File: src/arc_pkg.sv
// Shared types and codes for the ARP resolver cache.
// Depends on nothing; every file of the block takes names from here by scope.
package arc_pkg;

  localparam int unsigned TABLE_ENTRIES = 16;

  localparam int unsigned IP_W     = 32;
  localparam int unsigned MAC_W    = 48;
  localparam int unsigned OPCODE_W = 16;
  localparam int unsigned MODE_W   = 2;
  localparam int unsigned ACTION_W = 3;
  localparam int unsigned REPLY_W  = 2;
  localparam int unsigned CFG_IDX_W  = 2;
  localparam int unsigned CFG_DATA_W = 48;

  // input event kinds
  localparam logic [MODE_W-1:0] MODE_ARP_RX  = 2'd0;
  localparam logic [MODE_W-1:0] MODE_TIMER   = 2'd1;
  localparam logic [MODE_W-1:0] MODE_TX_IPV4 = 2'd2;

  // ARP opcodes as seen on the wire
  localparam logic [OPCODE_W-1:0] ARP_OP_REQUEST = 16'd1;
  localparam logic [OPCODE_W-1:0] ARP_OP_REPLY   = 16'd2;

  // opcode of the frame to send
  localparam logic [REPLY_W-1:0] SEND_OP_NONE    = 2'd0;
  localparam logic [REPLY_W-1:0] SEND_OP_REQUEST = 2'd1;
  localparam logic [REPLY_W-1:0] SEND_OP_REPLY   = 2'd2;

  // result actions
  localparam logic [ACTION_W-1:0] ACT_REPLY   = 3'd0;
  localparam logic [ACTION_W-1:0] ACT_BCAST   = 3'd1;
  localparam logic [ACTION_W-1:0] ACT_FORWARD = 3'd2;
  localparam logic [ACTION_W-1:0] ACT_DROP    = 3'd3;
  localparam logic [ACTION_W-1:0] ACT_FULL    = 3'd4;

  // configuration register indexes
  localparam logic [CFG_IDX_W-1:0] CFG_LOCAL_IP   = 2'd0;
  localparam logic [CFG_IDX_W-1:0] CFG_GATEWAY_IP = 2'd1;
  localparam logic [CFG_IDX_W-1:0] CFG_OWN_MAC    = 2'd2;

  localparam logic [MAC_W-1:0] BCAST_MAC = {MAC_W{1'b1}};

  typedef struct packed {
    logic [ACTION_W-1:0] action;
    logic [REPLY_W-1:0]  reply_op;
    logic [MAC_W-1:0]    dest_mac;
    logic [IP_W-1:0]     dest_ip;
    logic [IP_W-1:0]     src_ip;
  } result_t;

endpackage

File: src/arp_resolver_cache_top.sv
// ARP responder with a learned IPv4-to-MAC neighbor table, top level.
// Depends on arc_pkg for codes, widths and the result word type.
//
//  channel | direction | handshake        | payload
//  --------+-----------+------------------+------------------------------------------
//  in_     | in        | in_valid/in_stall | mode, op_code, sender_mac/ip, tgt_ip
//  out_    | out       | out_valid/out_stall | action, reply_op, dest_mac/ip, src_ip
//  cfg_    | in        | cfg_valid/cfg_ready | cfg_index, cfg_wdata (always ready)
//
// One word per cycle while in_stall is low: the table lookup (parallel compare
// over all entries), free-entry search and result select sit between the input
// ports and the output register, or the skid stage while a result waits there.
// Reset clears every table valid bit and the address registers; no sweep.
// A two-deep output (register plus skid) lets a word enter while a result
// waits; in_stall rises only once the skid stage holds a result.
module arp_resolver_cache_top (
  input  logic                                 clk,
  input  logic                                 rst_n,
  // input words
  input  logic                                 in_valid,
  output logic                                 in_stall,
  input  logic [arc_pkg::MODE_W-1:0]           in_mode,
  input  logic [arc_pkg::OPCODE_W-1:0]         in_op_code,
  input  logic [arc_pkg::MAC_W-1:0]            in_sender_mac,
  input  logic [arc_pkg::IP_W-1:0]             in_sender_ip,
  input  logic [arc_pkg::IP_W-1:0]             in_tgt_ip,
  // result words
  output logic                                 out_valid,
  input  logic                                 out_stall,
  output logic [arc_pkg::ACTION_W-1:0]         out_action,
  output logic [arc_pkg::REPLY_W-1:0]          out_reply_op,
  output logic [arc_pkg::MAC_W-1:0]            out_dest_mac,
  output logic [arc_pkg::IP_W-1:0]             out_dest_ip,
  output logic [arc_pkg::IP_W-1:0]             out_src_ip,
  // configuration writes
  input  logic                                 cfg_valid,
  output logic                                 cfg_ready,
  input  logic [arc_pkg::CFG_IDX_W-1:0]        cfg_index,
  input  logic [arc_pkg::CFG_DATA_W-1:0]       cfg_wdata
);

  localparam int unsigned N = arc_pkg::TABLE_ENTRIES;

  // configuration
  logic [arc_pkg::IP_W-1:0] host_ip_r;
  logic [arc_pkg::IP_W-1:0] gw_ip_r;

  // neighbor table
  logic [N-1:0]              ent_vld_r;
  logic [arc_pkg::IP_W-1:0]  ent_ip_r  [N];
  logic [arc_pkg::MAC_W-1:0] ent_mac_r [N];

  // output register and skid stage
  logic             out_vld_r;
  logic             skid_vld_r;
  arc_pkg::result_t out_r;
  arc_pkg::result_t skid_r;

  logic             in_acc;
  logic             out_take;
  logic [N-1:0]     ip_hit;
  logic [N-1:0]     gw_hit;
  logic [N-1:0]     free_oh;
  logic [arc_pkg::MAC_W-1:0] gw_mac;
  logic             res_vld;
  logic             ins_en;
  arc_pkg::result_t res;

  assign cfg_ready = 1'b1;
  assign in_stall  = skid_vld_r;
  assign in_acc    = in_valid && !skid_vld_r;
  assign out_take  = out_vld_r && !out_stall;

  // The sender hardware address of outgoing frames is not part of any result
  // word, so an own_mac write is accepted and not kept.
  always_ff @(posedge clk) begin
    if (!rst_n) begin
      host_ip_r <= '0;
      gw_ip_r   <= '0;
    end else if (cfg_valid && cfg_ready) begin
      unique case (cfg_index)
        arc_pkg::CFG_LOCAL_IP:   host_ip_r <= cfg_wdata[arc_pkg::IP_W-1:0];
        arc_pkg::CFG_GATEWAY_IP: gw_ip_r   <= cfg_wdata[arc_pkg::IP_W-1:0];
        default: begin
        end
      endcase
    end
  end

  // Parallel compare; entries are never duplicated, so the hit vectors are
  // one-hot or empty and an AND-OR select is enough for the gateway MAC.
  always_comb begin
    gw_mac = '0;
    for (int i = 0; i < N; i++) begin
      ip_hit[i] = ent_vld_r[i] && (ent_ip_r[i] == in_sender_ip);
      gw_hit[i] = ent_vld_r[i] && (ent_ip_r[i] == gw_ip_r);
      gw_mac    = gw_mac | (ent_mac_r[i] & {arc_pkg::MAC_W{gw_hit[i]}});
    end
  end

  // lowest clear valid bit
  assign free_oh = ~ent_vld_r & (ent_vld_r + N'(1));

  always_comb begin
    res_vld = 1'b0;
    ins_en  = 1'b0;
    res     = '0;
    case (in_mode)
      arc_pkg::MODE_ARP_RX: begin
        if (in_tgt_ip == host_ip_r) begin
          if (in_op_code == arc_pkg::ARP_OP_REQUEST) begin
            res_vld      = 1'b1;
            res.action   = arc_pkg::ACT_REPLY;
            res.reply_op = arc_pkg::SEND_OP_REPLY;
            res.dest_mac = in_sender_mac;
            res.dest_ip  = in_sender_ip;
            res.src_ip   = in_tgt_ip;
          end else if (in_op_code == arc_pkg::ARP_OP_REPLY && !(|ip_hit)) begin
            if (&ent_vld_r) begin
              res_vld      = 1'b1;
              res.action   = arc_pkg::ACT_FULL;
              res.reply_op = arc_pkg::SEND_OP_NONE;
              res.dest_mac = in_sender_mac;
              res.dest_ip  = in_sender_ip;
            end else begin
              ins_en = 1'b1;
            end
          end
        end
      end
      arc_pkg::MODE_TIMER: begin
        if (!(|gw_hit)) begin
          res_vld      = 1'b1;
          res.action   = arc_pkg::ACT_BCAST;
          res.reply_op = arc_pkg::SEND_OP_REQUEST;
          res.dest_mac = arc_pkg::BCAST_MAC;
          res.dest_ip  = gw_ip_r;
          res.src_ip   = host_ip_r;
        end
      end
      arc_pkg::MODE_TX_IPV4: begin
        res_vld      = 1'b1;
        res.action   = (|gw_hit) ? arc_pkg::ACT_FORWARD : arc_pkg::ACT_DROP;
        res.reply_op = arc_pkg::SEND_OP_NONE;
        res.dest_mac = gw_mac;
        res.dest_ip  = gw_ip_r;
        res.src_ip   = host_ip_r;
      end
      default: begin
      end
    endcase
  end

  // learn into the lowest free entry
  always_ff @(posedge clk) begin
    if (!rst_n) begin
      ent_vld_r <= '0;
    end else if (in_acc && ins_en) begin
      ent_vld_r <= ent_vld_r | free_oh;
    end
  end

  always_ff @(posedge clk) begin
    for (int i = 0; i < N; i++) begin
      if (in_acc && ins_en && free_oh[i]) begin
        ent_ip_r[i]  <= in_sender_ip;
        ent_mac_r[i] <= in_sender_mac;
      end
    end
  end

  // Output register with skid: a new result goes straight out when the output
  // is empty or draining, else it parks in the skid stage.
  always_ff @(posedge clk) begin
    if (!rst_n) begin
      out_vld_r  <= 1'b0;
      skid_vld_r <= 1'b0;
    end else if (skid_vld_r) begin
      if (out_take) begin
        out_vld_r  <= 1'b1;
        skid_vld_r <= 1'b0;
      end
    end else if (in_acc && res_vld) begin
      if (!out_vld_r || out_take) begin
        out_vld_r <= 1'b1;
      end else begin
        skid_vld_r <= 1'b1;
      end
    end else if (out_take) begin
      out_vld_r <= 1'b0;
    end
  end

  always_ff @(posedge clk) begin
    if (skid_vld_r) begin
      if (out_take) begin
        out_r <= skid_r;
      end
    end else if (in_acc && res_vld) begin
      if (!out_vld_r || out_take) begin
        out_r <= res;
      end else begin
        skid_r <= res;
      end
    end
  end

  assign out_valid    = out_vld_r;
  assign out_action   = out_r.action;
  assign out_reply_op = out_r.reply_op;
  assign out_dest_mac = out_r.dest_mac;
  assign out_dest_ip  = out_r.dest_ip;
  assign out_src_ip   = out_r.src_ip;

endmodule

File: config.mk
export PLATFORM = sky130hd
export DESIGN_NAME = arp_resolver_cache_top
export DESIGN_NICKNAME = d
export VERILOG_FILES = /design/src/arc_pkg.sv /design/src/arp_resolver_cache_top.sv
export SDC_FILE = /design/constraint.sdc
export NUM_CORES = 2
export LEC_CHECK = 0
export BUFFER_PORTS_ARGS = -buffer_cell sky130_fd_sc_hd__buf_4
export CAP_MARGIN = 20
export CORE_MARGIN = 3
export CORE_UTILIZATION = 56
export DETAILED_ROUTE_END_ITERATION = 10
export PLACE_DENSITY_LB_ADDON = 0.15
export SLEW_MARGIN = 20
export SYNTH_ARGS = -nofsm -noshare
export SYNTH_HDL_FRONTEND = slang
export SYNTH_SLANG_ARGS = --single-unit
File: constraint.sdc
create_clock -name clk -period 10.9 [get_ports clk]
set_input_delay 0.545 -clock clk [delete_from_list [all_inputs] [get_ports clk]]
set_output_delay 0.545 -clock clk [all_outputs]
set_load 0.05 [all_outputs]
==> results_dict.tcl <==
set metrics [dict create \
    synthCells 4433 \
    die_h_um 355 \
    slew_viol_final 0 \
    setup_violations 0 \
    synth_top_family_by_area "XOR/XNOR gates" \
    htree_levels 4 \
    grt_pass1_wl_mm 291 \
    ys_top_cells_by_area "edfxtp_1 67%, xor2_1 8.3%, xnor2_1 5.1%" \
    place_ws_ns 4.23 \
    instances_no_fill 6457 \
    layout_setup_ws_ns 4.52 \
    clockBufferDepth 3 \
    ys_seq_area_share_pct 69.1 \
    powerDensity_nw_per_um2 168 \
    synth_top_flop_cell "edfxtp_1" \
    cts.sinks 1596 \
    synth_area_um2 68100 \
    ff_latch_area_um2 47100 \
    synthArstFlopShare_pct 0 \
    cts_resized 0 \
    required_ns 11.30 \
    drt_iter0_drc 5489 \
    timing.fmax_mhz 157 \
    yosys_warnings 0 \
    finClkSkew_ns 0.0353 \
    insertion_delay_ns 0.78 \
    synthMuxAreaShare_pct 1.16 \
    finalWeightedCongestion 0.849 \
    hold_viol 0 \
    vias_per_cell 6.53 \
    grt_pass1_vias 40700 \
    max-vdd-ir-drop_uv 162 \
    routed_wl_mm 206 \
    synth_edf_count 1514 \
    crit_arrival_ns 6.78 \
    min_path_type "primary input to register" \
    drc 0 \
    die_w_um 355 \
    rsz0062_at_grt "false" \
    synth_fa_ha_area_share_pct 0 \
    synth_compound_area_share_pct 7.74 \
    synth-xor-area-share_pct 13.5 \
    syn_nets 4618 \
    crit_path_start_kind "primary input" \
    hold_slack_ns 0.0491 \
    core_um2 120000 \
    synth.distinct_cells 56 \
    ant_nets 0 \
    grt_max_degree 85 \
    nets 4897 \
    cts_inserted_buffers 162 \
    post_drt_wl_per_cell_um 32.0 \
    io_pins 305 \
    grt_usage_pct 32.3 \
    synth_area_per_cell_um2 15.4 \
    initial_core_util_pct 56.6 \
    placedCellCount 6159 \
    crit_fanout 64 \
    nFillCells 8655 \
    drive_gt1_share_pct 15.2 \
    period_share_pct 58.5 \
    grt_overflow 0 \
    port_buffers 287 \
    num_vias 42200 \
    max-slew-margin-rel_pct 22.4 \
    cts.clk_slew.worst_paths_ns 0.06 \
    cts_setup_buffers 0 \
    period_minus_slack_ns 6.38 \
    endpoint_kind "register" \
    tns_ns 0 \
    multi_input_area_um2 19600 \
    synth_top_cell_area_share_pct 66.7 \
    cts_tree "built" \
    area_growth_pct 12.9 \
    antenna_found_initial 10 \
    num_rows 127 \
    synth_top_cell_by_area "edfxtp_1" \
    status "completed" \
    yosys.area_share.simple_pct 5.95 \
    first_pass_iters 6 \
    postPlaceCellArea_um2 71700 \
    setup.worst_path.class "primary input to register" \
    drv_cap 0 \
    leakagePower_nw 26.0 \
    final_area_um2 76900 \
    tightest_slew_ns 1.16 \
    cts_root_buffer "clkbuf_16" \
    dp_hpwl_mm 108 \
    synth_seq_cells 1596 \
    die_area_um2 126000 \
]
==> final timing paths <==
kind	from	end	slack (ns)	depth (start not counted)
setup / recovery	in_sender_ip[11]	out_dest_ip[10]	4.52	14
hold reg to reg	host_ip_r[26]	host_ip_r[26]	0.49	2
setup reg to reg	gw_ip_r[5]	out_dest_ip[10]	4.80	13
hold / removal	cfg_wdata[26]	host_ip_r[26]	0.05	3
==> power by group <==
group          internal [mW]  leakage, nW  switching, mW  total [mW]
logic                  0.194         9.21          0.495       0.689
registers               6.75         14.3         0.0157        6.76
clock network           3.08         2.51           2.36        5.43
==> critical path, cell delays in order <==
cell and delay (ns):
dlygate4sd3_1 0.52, buf_4 0.10, buf_4 0.57, xor2_1 0.22, nor4_1 0.09, nand4_1 0.09, or3_1 0.21, nand4_1 0.34
nor4_1 0.90, a31o_4 0.58, nor3_1 0.26, a21oi_4 0.79, buf_4 0.87, buf_4 0.55
==> per-stage QoR <==
step | total power, mW | utilization (%)
after global placement | 7.56 | 59.6
after detailed placement | 7.57 | 59.6
after CTS | 12.9 | 63.9
final | 12.9 | 64.0
after floorplan | 7.27 | -
after global routing | 13.2 | 64.0
==> flip-flops by register name (all words and copies together), names as in the netlist <==
signal,count
ent_ip_r,512
ent_mac_r,768
ent_vld_r,16
gw_ip_r,32
host_ip_r,32
in_stall,1
out_action,3
out_dest_ip,32
out_dest_mac,48
out_reply_op,2
out_src_ip,32
out_valid,1
skid_r,117
==> cells in the mapped netlist (all sizes together), types with 43 or more instances <==
library cell  instances
a21boi               67
a21oi                48
a221oi              192
a22o                256
a31oi                44
buf                 207
clkbuf               76
dfxtp                82
edfxtp             1514
mux2                 70
nand2               235
nand3                43
nand4               168
nor2                 56
nor3                 51
nor4                189
xnor2               400
xor2                648
==> per-layer routing <==
metal	track usage (%)	up-vias	wire length (µm)
met5	0	-	42
met4	10.8	6	6930
met3	6.80	414	23900
met2	48.8	2637	91700
met1	47.1	21500	83800
li1	-	17600	-
==> cells by family (layout without fill, tap and decap cells) <==
| group | after synthesis | count (layout) |
|---|---|---|
| flops | 1596 | 1596 |
| xor+xnor | 1048 | 1048 |
| simple gates | 769 | 769 |
| compound gates | 650 | 650 |
| buf+inv | 299 | 705 |
| mux | 70 | 70 |
| other cells | 1 | 7 |
==> area by class of cell <==
type | instances | share of cell area, %
Clock buffer | 216 | 5.69
Antenna cell | 6 | 0.0195
Tap cell | 1612 | 2.62
Inverter | 16 | 0.0846
Clock inverter | 75 | 1.01
Multi-Input combinational cell | 2538 | 25.4
Sequential cell | 1596 | 61.2
Timing Repair Buffer | 398 | 3.90
==> cell usage in the layout, fill, tap and decap left out, drive strengths merged, types with 4 or more instances in the layout <==
cell type | netlist | final
clkbuf | 76 | 216
nor2b | 4 | 4
nand3 | 43 | 43
buf | 207 | 397
a221oi | 192 | 192
nand4 | 168 | 168
inv | 16 | 22
o21ai | 9 | 9
xnor2 | 400 | 400
bufinv | 0 | 10
a31oi | 44 | 44
nor4 | 189 | 189
edfxtp | 1514 | 1514
a21boi | 67 | 67
nand2 | 235 | 235
xor2 | 648 | 648
o21a | 14 | 14
nor3 | 51 | 51
mux2 | 70 | 70
nor2 | 56 | 56
diode | 0 | 6
a21oi | 48 | 48
o22ai | 5 | 5
dfxtp | 82 | 82
a22o | 256 | 256
clkinv | 0 | 57
==> repair_timing <==
action,4_1_cts,5_1_grt
hold buffers,1,0
endpoints found under the hold margin,1,0
setup endpoints to repair,0,0
No activity file was read; power rests on OpenSTA's default activity.
